### src/rtl/spg_pkg.sv
// ----------------------------------------------------------------------------
// spg_pkg
// Shared constants, codes and controller/datapath types of the three-axis
// step/direction pulse generator.
// ----------------------------------------------------------------------------
package spg_pkg;

  localparam int unsigned CLOCK_HZ    = 2500000;
  localparam int unsigned NUM_MOTORS  = 3;
  localparam int unsigned MOTOR_SLOTS = 3;

  localparam int unsigned REQ_W   = 2;
  localparam int unsigned SEL_W   = 2;
  localparam int unsigned FREQ_W  = 16;
  localparam int unsigned STEPS_W = 16;
  localparam int unsigned PHT_W   = 8;
  localparam int unsigned TW      = 20;
  localparam int unsigned CIDX_W  = 2;
  localparam int unsigned CDATA_W = 16;

  // quotient width of CLOCK_HZ / frequency and the divider step count width
  localparam int unsigned QW = $clog2(CLOCK_HZ + 1);
  localparam int unsigned CW = $clog2(QW + 1);
  localparam int unsigned SW = (QW > TW) ? QW : TW;

  localparam logic [TW-1:0] TIME_MAX = {TW{1'b1}};

  localparam logic [REQ_W-1:0] REQ_TICK  = 2'd0;
  localparam logic [REQ_W-1:0] REQ_DRIVE = 2'd1;
  localparam logic [REQ_W-1:0] REQ_STOP  = 2'd2;

  localparam logic [CIDX_W-1:0] CFG_PULSE_HIGH = 2'd0;
  localparam logic [CIDX_W-1:0] CFG_FREQ_MIN   = 2'd1;
  localparam logic [CIDX_W-1:0] CFG_FREQ_MAX   = 2'd2;

  localparam logic [PHT_W-1:0]  PHT_RESET      = 8'd50;
  localparam logic [FREQ_W-1:0] FREQ_MIN_RESET = 16'd4;
  localparam logic [FREQ_W-1:0] FREQ_MAX_RESET = 16'd10000;

  typedef enum logic [2:0] {
    S_IDLE = 3'b001,
    S_DIV  = 3'b010,
    S_EXEC = 3'b100
  } state_t;

  typedef struct packed {
    logic in_ready;
    logic div_start;
    logic exec;
  } spg_cmd_t;

  typedef struct packed {
    logic item_valid;
    logic item_ok;
    logic div_done;
    logic out_free;
  } spg_status_t;

endpackage

### src/rtl/spg_if.sv
// ----------------------------------------------------------------------------
// spg channel interfaces
// Request, result and configuration channels with valid/ready handshake.
// ----------------------------------------------------------------------------
interface spg_req_if;
  import spg_pkg::*;
  logic               valid;
  logic               ready;
  logic [REQ_W-1:0]   req_type;
  logic [SEL_W-1:0]   motor_sel;
  logic [FREQ_W-1:0]  frequency;
  logic [STEPS_W-1:0] steps;
  logic               direction;

  modport source (output valid, req_type, motor_sel, frequency, steps, direction,
                  input ready);
  modport sink   (input valid, req_type, motor_sel, frequency, steps, direction,
                  output ready);
endinterface

interface spg_rsp_if;
  import spg_pkg::*;
  logic                   valid;
  logic                   ready;
  logic [MOTOR_SLOTS-1:0] step_lines;
  logic [MOTOR_SLOTS-1:0] dir_lines;
  logic [MOTOR_SLOTS-1:0] busy_mask;
  logic                   any_busy;
  logic                   accepted;

  modport source (output valid, step_lines, dir_lines, busy_mask, any_busy, accepted,
                  input ready);
  modport sink   (input valid, step_lines, dir_lines, busy_mask, any_busy, accepted,
                  output ready);
endinterface

interface spg_cfg_if;
  import spg_pkg::*;
  logic               valid;
  logic               ready;
  logic [CIDX_W-1:0]  index;
  logic [CDATA_W-1:0] data;

  modport source (output valid, index, data, input ready);
  modport sink   (input valid, index, data, output ready);
endinterface

### src/rtl/stepper_pulse_generator_3axis.sv
// ----------------------------------------------------------------------------
// stepper_pulse_generator_3axis
// Three-axis step/direction pulse generator with valid/ready channels.
// ----------------------------------------------------------------------------
// one item at a time: a tick, stop or rejected drive goes from acceptance in
// S_IDLE to S_EXEC, which registers its result once the result register is free
// an accepted drive passes through S_DIV, where the bit-serial divider forms
// CLOCK_HZ / frequency, before S_EXEC registers its result
// the next item is taken while the result register still waits on its sink
// synchronous reset clears all motor state and loads the register defaults
module stepper_pulse_generator_3axis (
  input logic       clk,
  input logic       rst,
  spg_req_if.sink   req,
  spg_rsp_if.source rsp,
  spg_cfg_if.sink   cfg
);
  import spg_pkg::*;

  spg_cmd_t    cmd;
  spg_status_t status;

  spg_ctrl u_ctrl (
    .clk    (clk),
    .rst    (rst),
    .status (status),
    .cmd    (cmd)
  );

  spg_dp u_dp (
    .clk    (clk),
    .rst    (rst),
    .req    (req),
    .rsp    (rsp),
    .cfg    (cfg),
    .cmd    (cmd),
    .status (status)
  );

endmodule

### src/rtl/spg_div.sv
// ----------------------------------------------------------------------------
// spg_div
// Restoring divider, one quotient bit per cycle: CLOCK_HZ / divisor.
// ----------------------------------------------------------------------------
module spg_div (
  input  logic                        clk,
  input  logic                        rst,
  input  logic                        start,
  input  logic [spg_pkg::FREQ_W-1:0]  divisor,
  output logic                        done,
  output logic [spg_pkg::QW-1:0]      quotient
);
  import spg_pkg::*;

  logic              run;
  logic [CW-1:0]     cnt;
  logic [QW-1:0]     work;
  logic [FREQ_W-1:0] rem;
  logic [FREQ_W-1:0] dvs;
  logic [FREQ_W:0]   trial;
  logic [FREQ_W:0]   diff;
  logic              fits;
  logic [FREQ_W-1:0] rem_next;

  always_comb begin
    trial    = {rem, work[QW-1]};
    diff     = trial - {1'b0, dvs};
    fits     = (trial >= {1'b0, dvs});
    rem_next = fits ? diff[FREQ_W-1:0] : trial[FREQ_W-1:0];
  end

  always_ff @(posedge clk) begin
    if (rst) begin
      run <= 1'b0;
      cnt <= '0;
    end else if (start) begin
      run <= 1'b1;
      cnt <= '0;
    end else if (run && (cnt != CW'(QW))) begin
      cnt <= cnt + 1'b1;
    end
  end

  // work shifts dividend bits out at the top and quotient bits in at the bottom
  always_ff @(posedge clk) begin
    if (start) begin
      work <= QW'(CLOCK_HZ);
      rem  <= '0;
      dvs  <= divisor;
    end else if (run && (cnt != CW'(QW))) begin
      work <= {work[QW-2:0], fits};
      rem  <= rem_next;
    end
  end

  assign done     = run && (cnt == CW'(QW));
  assign quotient = work;

endmodule

### src/rtl/spg_ctrl.sv
// ----------------------------------------------------------------------------
// spg_ctrl
// Item sequencer: accept, optional low-time division, state update.
// ----------------------------------------------------------------------------
module spg_ctrl (
  input  logic                 clk,
  input  logic                 rst,
  input  spg_pkg::spg_status_t status,
  output spg_pkg::spg_cmd_t    cmd
);
  import spg_pkg::*;

  state_t state;
  state_t state_next;

  always_comb begin
    state_next    = state;
    cmd.in_ready  = 1'b0;
    cmd.div_start = 1'b0;
    cmd.exec      = 1'b0;
    unique case (state)
      S_IDLE: begin
        cmd.in_ready = 1'b1;
        if (status.item_valid) begin
          if (status.item_ok) begin
            cmd.div_start = 1'b1;
            state_next    = S_DIV;
          end else begin
            state_next = S_EXEC;
          end
        end
      end
      S_DIV: begin
        if (status.div_done) begin
          state_next = S_EXEC;
        end
      end
      S_EXEC: begin
        // wait until the result register can take the new item
        if (status.out_free) begin
          cmd.exec   = 1'b1;
          state_next = S_IDLE;
        end
      end
      default: begin
        state_next = S_IDLE;
      end
    endcase
  end

  always_ff @(posedge clk) begin
    if (rst) begin
      state <= S_IDLE;
    end else begin
      state <= state_next;
    end
  end

endmodule

### src/rtl/spg_dp.sv
// ----------------------------------------------------------------------------
// spg_dp
// Datapath: config registers, per-motor pulse state, item and result registers.
// ----------------------------------------------------------------------------
module spg_dp (
  input  logic                 clk,
  input  logic                 rst,
  spg_req_if.sink              req,
  spg_rsp_if.source            rsp,
  spg_cfg_if.sink              cfg,
  input  spg_pkg::spg_cmd_t    cmd,
  output spg_pkg::spg_status_t status
);
  import spg_pkg::*;

  // configuration
  logic [PHT_W-1:0]  pulse_high_ticks;
  logic [FREQ_W-1:0] freq_min;
  logic [FREQ_W-1:0] freq_max;

  // latched item
  logic [REQ_W-1:0]   item_type;
  logic [SEL_W-1:0]   item_sel;
  logic [STEPS_W-1:0] item_steps;
  logic               item_dir;
  logic               item_ok;

  // motor state
  logic [MOTOR_SLOTS-1:0] step_level, step_level_next;
  logic [MOTOR_SLOTS-1:0] dir_level, dir_level_next;
  logic [MOTOR_SLOTS-1:0] motor_busy, motor_busy_next;
  logic [STEPS_W-1:0]     steps_left [MOTOR_SLOTS];
  logic [STEPS_W-1:0]     steps_left_next [MOTOR_SLOTS];
  logic [TW-1:0]          low_time [MOTOR_SLOTS];
  logic [TW-1:0]          low_time_next [MOTOR_SLOTS];
  logic [TW-1:0]          countdown [MOTOR_SLOTS];
  logic [TW-1:0]          countdown_next [MOTOR_SLOTS];

  // result register
  logic out_valid;

  logic              accept;
  logic              in_sel_ok;
  logic [SEL_W+1:0]  busy_ext;
  logic              in_ok;
  logic              div_done;
  logic [QW-1:0]     quotient;
  logic [SW-1:0]     q_ext;
  logic [SW-1:0]     pht_ext;
  logic [SW-1:0]     q_diff;
  logic [TW-1:0]     lt;
  logic [TW-1:0]     high_ticks;
  logic              item_sel_ok;
  logic [STEPS_W-1:0] steps_dec;

  assign accept = cmd.in_ready && req.valid;
  assign req.ready = cmd.in_ready;
  assign cfg.ready = 1'b1;

  // drive acceptance check on the incoming payload
  always_comb begin
    busy_ext  = '0;
    busy_ext[MOTOR_SLOTS-1:0] = motor_busy;
    in_sel_ok = (32'(req.motor_sel) < NUM_MOTORS);
    in_ok     = (req.req_type == REQ_DRIVE) && in_sel_ok &&
                !busy_ext[req.motor_sel] &&
                (req.frequency != '0) && (req.steps != '0) &&
                (req.frequency >= freq_min) && (req.frequency <= freq_max);
  end

  spg_div u_div (
    .clk      (clk),
    .rst      (rst),
    .start    (cmd.div_start),
    .divisor  (req.frequency),
    .done     (div_done),
    .quotient (quotient)
  );

  always_comb begin
    status.item_valid = req.valid;
    status.item_ok    = in_ok;
    status.div_done   = div_done;
    status.out_free   = !out_valid || rsp.ready;
  end

  always_ff @(posedge clk) begin
    if (rst) begin
      pulse_high_ticks <= PHT_RESET;
      freq_min         <= FREQ_MIN_RESET;
      freq_max         <= FREQ_MAX_RESET;
    end else if (cfg.valid) begin
      unique case (cfg.index)
        CFG_PULSE_HIGH: pulse_high_ticks <= cfg.data[PHT_W-1:0];
        CFG_FREQ_MIN:   freq_min         <= cfg.data;
        CFG_FREQ_MAX:   freq_max         <= cfg.data;
        default: ;
      endcase
    end
  end

  always_ff @(posedge clk) begin
    if (accept) begin
      item_type  <= req.req_type;
      item_sel   <= req.motor_sel;
      item_steps <= req.steps;
      item_dir   <= req.direction;
      item_ok    <= in_ok;
    end
  end

  // low time = max(1, period - high ticks), saturated
  always_comb begin
    q_ext   = SW'(quotient);
    pht_ext = SW'(pulse_high_ticks);
    q_diff  = q_ext - pht_ext;
    if (q_ext <= pht_ext) begin
      lt = TW'(1);
    end else if (q_diff > SW'(TIME_MAX)) begin
      lt = TIME_MAX;
    end else begin
      lt = q_diff[TW-1:0];
    end
    high_ticks  = (pulse_high_ticks == '0) ? TW'(1) : TW'(pulse_high_ticks);
    item_sel_ok = (32'(item_sel) < NUM_MOTORS);
  end

  always_comb begin
    step_level_next = step_level;
    dir_level_next  = dir_level;
    motor_busy_next = motor_busy;
    steps_left_next = steps_left;
    low_time_next   = low_time;
    countdown_next  = countdown;
    steps_dec       = '0;
    case (item_type)
      REQ_TICK: begin
        for (int m = 0; m < NUM_MOTORS; m++) begin
          steps_dec = (steps_left[m] != '0) ? steps_left[m] - 1'b1 : steps_left[m];
          if (!motor_busy[m]) begin
            step_level_next[m] = 1'b0;
          end else if (countdown[m] > TW'(1)) begin
            countdown_next[m] = countdown[m] - 1'b1;
          end else if (!step_level[m]) begin
            step_level_next[m] = 1'b1;
            countdown_next[m]  = high_ticks;
          end else begin
            // falling edge uses up one step
            step_level_next[m] = 1'b0;
            steps_left_next[m] = steps_dec;
            if (steps_dec == '0) begin
              motor_busy_next[m] = 1'b0;
              countdown_next[m]  = '0;
            end else begin
              countdown_next[m] = low_time[m];
            end
          end
        end
      end
      REQ_DRIVE: begin
        if (item_ok) begin
          dir_level_next[item_sel]  = item_dir;
          motor_busy_next[item_sel] = 1'b1;
          step_level_next[item_sel] = 1'b0;
          steps_left_next[item_sel] = item_steps;
          low_time_next[item_sel]   = lt;
          countdown_next[item_sel]  = TW'(1);
        end
      end
      REQ_STOP: begin
        if (item_sel_ok) begin
          motor_busy_next[item_sel] = 1'b0;
          steps_left_next[item_sel] = '0;
          step_level_next[item_sel] = 1'b0;
          countdown_next[item_sel]  = '0;
        end
      end
      default: ;
    endcase
  end

  always_ff @(posedge clk) begin
    if (rst) begin
      step_level <= '0;
      dir_level  <= '0;
      motor_busy <= '0;
      for (int m = 0; m < MOTOR_SLOTS; m++) begin
        steps_left[m] <= '0;
        low_time[m]   <= '0;
        countdown[m]  <= '0;
      end
    end else if (cmd.exec) begin
      step_level <= step_level_next;
      dir_level  <= dir_level_next;
      motor_busy <= motor_busy_next;
      steps_left <= steps_left_next;
      low_time   <= low_time_next;
      countdown  <= countdown_next;
    end
  end

  always_ff @(posedge clk) begin
    if (rst) begin
      out_valid <= 1'b0;
    end else if (cmd.exec) begin
      out_valid <= 1'b1;
    end else if (rsp.ready) begin
      out_valid <= 1'b0;
    end
  end

  always_ff @(posedge clk) begin
    if (cmd.exec) begin
      rsp.step_lines <= step_level_next;
      rsp.dir_lines  <= dir_level_next;
      rsp.busy_mask  <= motor_busy_next;
      rsp.any_busy   <= |motor_busy_next;
      rsp.accepted   <= (item_type == REQ_DRIVE) && item_ok;
    end
  end

  assign rsp.valid = out_valid;

endmodule
### src/flat_wrapper.sv
// flat-port wrapper written by rule: the top's interface ports become plain ports
module stepper_pulse_generator_3axis_flat import spg_pkg::*;
  (clk, rst, req_valid, req_req_type, req_motor_sel, req_frequency, req_steps, req_direction, req_ready, rsp_valid, rsp_step_lines, rsp_dir_lines, rsp_busy_mask, rsp_any_busy, rsp_accepted, rsp_ready, cfg_valid, cfg_index, cfg_data, cfg_ready);
  spg_req_if req_i ();
  spg_rsp_if rsp_i ();
  spg_cfg_if cfg_i ();
  input logic clk;
  input logic rst;
  input wire logic [$bits(req_i.valid)-1:0] req_valid;
  input wire logic [$bits(req_i.req_type)-1:0] req_req_type;
  input wire logic [$bits(req_i.motor_sel)-1:0] req_motor_sel;
  input wire logic [$bits(req_i.frequency)-1:0] req_frequency;
  input wire logic [$bits(req_i.steps)-1:0] req_steps;
  input wire logic [$bits(req_i.direction)-1:0] req_direction;
  output wire logic [$bits(req_i.ready)-1:0] req_ready;
  output wire logic [$bits(rsp_i.valid)-1:0] rsp_valid;
  output wire logic [$bits(rsp_i.step_lines)-1:0] rsp_step_lines;
  output wire logic [$bits(rsp_i.dir_lines)-1:0] rsp_dir_lines;
  output wire logic [$bits(rsp_i.busy_mask)-1:0] rsp_busy_mask;
  output wire logic [$bits(rsp_i.any_busy)-1:0] rsp_any_busy;
  output wire logic [$bits(rsp_i.accepted)-1:0] rsp_accepted;
  input wire logic [$bits(rsp_i.ready)-1:0] rsp_ready;
  input wire logic [$bits(cfg_i.valid)-1:0] cfg_valid;
  input wire logic [$bits(cfg_i.index)-1:0] cfg_index;
  input wire logic [$bits(cfg_i.data)-1:0] cfg_data;
  output wire logic [$bits(cfg_i.ready)-1:0] cfg_ready;
  assign req_i.valid = req_valid;
  assign req_i.req_type = req_req_type;
  assign req_i.motor_sel = req_motor_sel;
  assign req_i.frequency = req_frequency;
  assign req_i.steps = req_steps;
  assign req_i.direction = req_direction;
  assign req_ready = req_i.ready;
  assign rsp_valid = rsp_i.valid;
  assign rsp_step_lines = rsp_i.step_lines;
  assign rsp_dir_lines = rsp_i.dir_lines;
  assign rsp_busy_mask = rsp_i.busy_mask;
  assign rsp_any_busy = rsp_i.any_busy;
  assign rsp_accepted = rsp_i.accepted;
  assign rsp_i.ready = rsp_ready;
  assign cfg_i.valid = cfg_valid;
  assign cfg_i.index = cfg_index;
  assign cfg_i.data = cfg_data;
  assign cfg_ready = cfg_i.ready;
  stepper_pulse_generator_3axis u_core (.clk(clk), .rst(rst), .req(req_i), .rsp(rsp_i), .cfg(cfg_i));
endmodule
### config.mk
export PLATFORM = sky130hd
export DESIGN_NAME = stepper_pulse_generator_3axis_flat
export DESIGN_NICKNAME = d
export VERILOG_FILES = /design/src/rtl/spg_pkg.sv /design/src/rtl/spg_if.sv /design/src/rtl/stepper_pulse_generator_3axis.sv /design/src/rtl/spg_div.sv /design/src/rtl/spg_ctrl.sv /design/src/rtl/spg_dp.sv /design/src/flat_wrapper.sv
export SDC_FILE = /design/constraint.sdc
export NUM_CORES = 1
export LEC_CHECK = 0
export ABC_CLOCK_PERIOD_IN_PS = 8280
export BUFFER_PORTS_ARGS = -buffer_cell sky130_fd_sc_hd__buf_4
export CORE_ASPECT_RATIO = 1.4
export CORE_UTILIZATION = 50
export DETAILED_ROUTE_END_ITERATION = 8
export PLACE_DENSITY = 0.67
export SETUP_SLACK_MARGIN = 0.15
export SYNTH_ARGS = -nofsm -noshare
export SYNTH_HDL_FRONTEND = slang
export SYNTH_HIERARCHICAL = 1
export SYNTH_SLANG_ARGS = --single-unit
### constraint.sdc
create_clock -name clk -period 8.28 [get_ports clk]
set_clock_uncertainty 0.05 [all_clocks]
set_input_delay 1.242 -clock clk [delete_from_list [all_inputs] [get_ports clk]]
set_output_delay 1.242 -clock clk [all_outputs]
set_load 0.03 [all_outputs]
; Word level (Yosys, flattened, before mapping)
; Index checks and enable logic that the tools add are counted.
[op_classes]
magnitude_cmp = 15
n_reduce_logical = 41
addsub = 9
bitwise = 12
n_eq_ne = 24
muxes = 86
[ops]
columns = op, count
row1 = 2-to-1 mux 20 bit, 15
row2 = 2-to-1 mux 16 bit, 14
row3 = case mux 60 bit (3 select lines), 1
row4 = case mux 48 bit (3 select lines), 1
row5 = 2-to-1 mux 60 bit, 2
row6 = 2-to-1 mux 48 bit, 2
row7 = nonzero test 16 bit, 5
row8 = bitwise AND 60 bit, 1
row9 = bitwise mux 60 bit, 1
row10 = greater-than comparator 20 x 1 -> 1 bit (second input constant), 3
row11 = inverter 60 bit, 1
row12 = subtractor 20 x 1 -> 20 bit (second input constant), 3
row13 = bitwise AND 57 bit, 1
row14 = inverter 57 bit, 1
row15 = bitwise AND 48 bit, 1
row16 = bitwise mux 48 bit, 1
row17 = logical NOT 16 bit, 3
row18 = inverter 48 bit, 1
row19 = subtractor 16 x 1 -> 16 bit (second input constant), 3
row20 = demux 20 bit (select 2 bit), 1
row21 = demux 16 bit (select 2 bit), 1
row22 = 2-to-1 mux 3 bit, 10
row23 = 2-to-1 mux 1 bit, 29
row24 = case mux 3 bit (3 select lines), 3
row25 = 44 further kinds, 83
[word_totals]
in_bits = 60
regBits = 314

; Depth between registers and ports, before layout
[logic_depth]
depth_word = 12
depth_mapped = 18

; Modules after synthesis
; Netlist, hierarchy kept.
[by_module_without_submodules]
columns = mod, cells_each, area_each_um2, n_inst, seq_area_each_um2
row1 = spg_dp, 1817, 14596.5, 1, 5355.1
row2 = spg_div, 375, 3415.8, 1, 1361.3
row3 = spg_ctrl, 19, 171.4, 1, 60.1

; Least setup slack after synthesis
; No wires, ideal clock.
[synth_path]
path_kind = input -> register
start = in req_frequency[9]
end = reg u_core.u_dp.u_div.rem[3]
stages = 17
required_time_ns = 8.108
arrival_ns = 5.051
path_slack_ns = 3.058
n_path_buf = 2
cell_sequence = ha_1 > a21o_1 > a21o_1 > a21o_1 > a21oi_1 > nor2_1 > a31oi_1 > nand3_1 > a221oi_1 > buf_4 > nand2_1 > nor3_1 > buf_6 > inv_1 > nand2_1 > nor3_4 > a221o_1
[synth_rtl]
columns = element, line
row1 = "start, declared", flat_wrapper.sv:12  ; input wire logic [$bits(req_i.frequency)-1:0] req_frequency;
row2 = "end signal, assigned", spg_div.sv:52  ; rem <= rem_next;
row3 = "end, declared", spg_div.sv:18  ; logic [FREQ_W-1:0] rem;

; Final worst setup path
[layout_path]
start = reg u_core/u_dp/countdown[2] in the netlist's numbering
end = reg u_core/u_dp/steps_left[5] in the netlist's numbering
[layout_via]
elab_chain_len = 3
[layout_rtl]
columns = element, line
row1 = "start, declared", spg_dp.sv:36  ; logic [TW-1:0] countdown [MOTOR_SLOTS];
row2 = "start signal, assigned", spg_dp.sv:198  ; countdown <= countdown_next;
row3 = greater-than comparator 20 x 1 -> 1 bit, spg_dp.sv:142  ; end else if (countdown[m] > TW'(1)) begin
row4 = != test 2 bit (no line), n/a
row5 = AND reduction 7 bit (no line), n/a
row6 = "end signal, assigned", spg_dp.sv:196  ; steps_left <= steps_left_next;
row7 = "end, declared", spg_dp.sv:32  ; logic [STEPS_W-1:0] steps_left [MOTOR_SLOTS];
; Every way passes these cells.
; A chain may end at the register's enable or synchronous reset.

==> impl_results.md <==
- Post-CTS resize count: 0
- Setup WS pre-CTS: 3.57 ns
- Async set-or-reset flop fraction in the synthesized netlist: 0
- Critical Path RT: 8.62 ns
- Worst setup SP type: flip-flop
- Clk_lat worst skew: 0.54 ns
- Largest net degree at the start of global routing: 60
- Vias in the first global route: 16,200
- Hold Path Stages: 2
- Vert. Die Dim: 228 um
- Synthesized area: 18,200 um^2
- Final number of max-transition violations: 0
- I/O pin cnt: 74
- Total power: 0.00453 W
- RePlAce Congestion: 0.940
- CTS root buffer: clkbuf_16
- R2r worst-path depth: 8
- Vias: 17,300
- Clk slew on worst S/H paths: 0.06 ns
- Crit Reg-Reg Startpoint: u_core/u_dp/countdown[2]$_SDFFE_PP0P_
- Psw: 0.00150 W
- Clk pwr share: 0.354
- Setup slack after layout: 3.68 ns
- Die Wd: 163 um
- Reg2reg end: u_core/u_dp/steps_left[5]$_SDFFE_PP0P_
- Mapped Cells: 2,211
- Share of cells above drive strength 1: 0.0909
- Synth Flop Type: dfxtp_1
- Final Core Density: 0.558
- VDD IR-drop max: 0.178 mV
- Logic pwr share: 0.252
- Core area: 35,800 um^2
- Launch point of the critical path: u_core/u_dp/countdown[2]$_SDFFE_PP0P_
- Maximum clock frequency: 217 MHz
- TritonCTS Sinks: 314
- Fill cells: 3,289
- CTS tree: done
- Number of synthesized flops with an enable pin: 49
- Hold path startpoint: u_core/u_dp/freq_min[13]$_SDFFE_PP0P_
- Final wirelength: 55.8 mm
- RSZ-0062 raised after global routing: no
- ANT cells: 0
- HP Class: reg -> reg
- 1st-pass router iterations: 6
- Outcome: completed
- Starting Density: 0.508
- Final period util: 0.556
- Drt via density: 6.44
- # setup viols final: 0
- Initial antenna violation count: 0
- Syn Area/Cell: 8.22 um^2
- Wire length per cell: 20.8 um
- Setup bufs post-CTS: 0
- Die Footprint: 37,100 um^2
- Worst EP arrival: 4.94 ns
- Sequential power share: 0.395
- Int Power: 0.00303 W
- Headroom to the max-slew limit: 0.112
- Static leakage: 7.62 nW
- Switching Fraction: 0.332
- CTS HTree Levels: 2
- FF-to-FF setup slack: 3.68 ns
- DRC viols: 0
- CP Capture Type: flip-flop
- Final ANT Viol Nets: 0
- CTS Hold Bufs: 0
- Final setup TNS: 0 ns
- Hold Fails Final Rpt: 0
- Yosys reg bits: 314
- Area after DPL: 18,800 um^2
- Detail Placement HPWL: 40.4 mm
- First-pass GRT wire length: 88.2 mm
- CTS buffer count: 34
- Total track usage: 0.300
- Net Count, Synth: 2,344
- Cell area after layout: 20,000 um^2
- Area added between synthesis and finish: 9.98%
- Number of distinct library cells after synthesis: 96
- Ys Warns: 6
- Hold-critical path endpoint: u_core/u_dp/freq_min[13]$_SDFFE_PP0P_
- Storage cell area: 6780 um^2
- Clock Path Buffers: 3
- Worst-path fanout max: 20
- Power Density: 227 nW/um^2
- Min Tclk post-route: 4.60 ns
- Register area share after synthesis: 0.373
- Area of the multi-input gates: 10,400 um^2
- Max-Cap Viols: 0
- Critical path class: reg -> reg
- Total gr overflow: 0
- Site Rows: 82
- 1st-iter DRT viols: 1,400
- Port bufs: 72
- Worst slew pin tran: 1.33 ns
- Final net count: 2,331
==> power groups by stage <==
stage               logic (W)  registers, W  clock network (W)
floorplan            0.000828       0.00177                  0
global placement      0.00110       0.00182                  0
detailed placement    0.00112       0.00182                  0
CTS                   0.00113       0.00179            0.00163
global route          0.00124       0.00180            0.00169
finish                0.00114       0.00179            0.00160
==> worst max-delay path: stages, from the launching register on <==
cell and delay, ns:
dfxtp_1 0.34, nor3_1 0.66, nand2_1 0.22, or4_1 0.80, or3_1 0.48, a21oi_2 0.68, o21ai_1 0.69, a221oi_1 0.46
nor2_1 0.06
==> cell families after synthesis <==
logic type,count (synthesis),synth area share
compound gates,658,0.251
xor+xnor,54,0.0260
fa+ha+maj,73,0.0511
buf+inv,236,0.0553
flops,314,0.373
mux,12,0.00681
other cells,1,0.000206
simple gates,863,0.237
==> cells in the final DEF, fill, tap and decap left out, types with 66 or more instances in the layout <==
| cell type | n |
|---|---|
| a221o_1 | 66 |
| nor2_1 | 201 |
| dfxtp_1 | 265 |
| nor3_1 | 96 |
| inv_1 | 98 |
| nand2_1 | 243 |
| o21ai_0 | 132 |
| ha_1 | 70 |
| buf_4 | 89 |
| a21oi_1 | 172 |
==> state kept, by name, indices dropped and copies added (netlist names), 2 cells and up <==
register	cells
u_core/u_ctrl/state	3
u_core/u_dp/countdown	60
u_core/u_dp/dir_level	3
u_core/u_dp/freq_max	16
u_core/u_dp/freq_min	16
u_core/u_dp/item_sel	2
u_core/u_dp/item_steps	16
u_core/u_dp/item_type	2
u_core/u_dp/low_time	60
u_core/u_dp/motor_busy	3
u_core/u_dp/pulse_high_ticks	8
u_core/u_dp/rsp.busy_mask	3
u_core/u_dp/rsp.dir_lines	3
u_core/u_dp/rsp.step_lines	3
u_core/u_dp/step_level	3
u_core/u_dp/steps_left	48
u_core/u_dp/u_div/cnt	5
u_core/u_dp/u_div/dvs	16
u_core/u_dp/u_div/quotient	22
u_core/u_dp/u_div/rem	16
==> cells in the mapped netlist, types with 9 or more instances <==
cell type / instances / area share
a211o_1: 9 / 0.0043
a211oi_1: 17 / 0.0070
a21o_1: 20 / 0.0083
a21oi_1: 172 / 0.047
a221o_1: 66 / 0.036
a221oi_1: 22 / 0.011
a22oi_1: 29 / 0.012
a31oi_1: 26 / 0.0089
a32oi_1: 10 / 0.0048
and2_1: 19 / 0.0065
and3_1: 12 / 0.0041
buf_6: 9 / 0.0056
clkbuf_1: 107 / 0.022
dfxtp_1: 265 / 0.29
edfxtp_1: 49 / 0.081
ha_1: 71 / 0.049
inv_1: 98 / 0.020
mux2i_1: 9 / 0.0050
nand2_1: 243 / 0.050
nand2b_1: 20 / 0.0069
nand3_1: 49 / 0.013
nand3b_1: 9 / 0.0037
nand4_1: 39 / 0.013
nor2_1: 201 / 0.041
nor2b_1: 23 / 0.0079
nor3_1: 97 / 0.027
nor4_1: 46 / 0.016
o211ai_1: 10 / 0.0041
o21a_1: 10 / 0.0041
o21ai_0: 132 / 0.036
o22ai_1: 16 / 0.0055
o31ai_1: 15 / 0.0062
or2_2: 11 / 0.0038
or3_1: 34 / 0.012
or4_1: 25 / 0.010
xnor2_1: 30 / 0.014
xor2_1: 24 / 0.012
==> how the worst max path moves through the flow <==
stage | endpoint | slack [ns] | cells after the start
after global placement | u_core/u_dp/countdown[56]$_SDFFE_PP0P_ | 3.66 | 11
after detailed placement | u_core/u_dp/countdown[49]$_SDFFE_PP0P_ | 3.57 | 11
after global routing | u_core/u_dp/steps_left[5]$_SDFFE_PP0P_ | 3.45 | 8
after CTS | u_core/u_dp/steps_left[5]$_SDFFE_PP0P_ | 3.76 | 8
final | u_core/u_dp/steps_left[5]$_SDFFE_PP0P_ | 3.68 | 8
after floorplan | u_core/u_dp/u_div/rem[3]$_SDFFE_PP0P_ | 3.06 | 17
==> routing by layer <==
| layer | track usage | vias up | wire (um) |
|---|---|---|---|
| met5 | 0 | - | 0 |
| met4 | 0.161 | 0 | 2940 |
| met3 | 0.0361 | 154 | 3130 |
| met2 | 0.504 | 652 | 26700 |
| met1 | 0.374 | 8304 | 23000 |
| li1 | - | 8187 | - |
==> final cells by class <==
| cell class | instances | area share |
|---|---|---|
| inverters | 98 | 0.0184 |
| well taps | 462 | 0.0289 |
| clock buffers | 52 | 0.0521 |
| repair buffers | 89 | 0.0334 |
| clock inverters | 9 | 0.00632 |
| multi-input cells | 1661 | 0.522 |
| flip-flops and latches | 314 | 0.339 |
==> metrics by stage <==
step | hold slack [ns] | std cells
floorplan | 0.383 | 2211
global placement | 0.393 | 2624
detailed placement | 0.398 | 2624
CTS | 0.406 | 2685
global route | 0.418 | 2685
finish | 0.406 | 2685
Note: power is estimated with default switching activity, not from simulation.
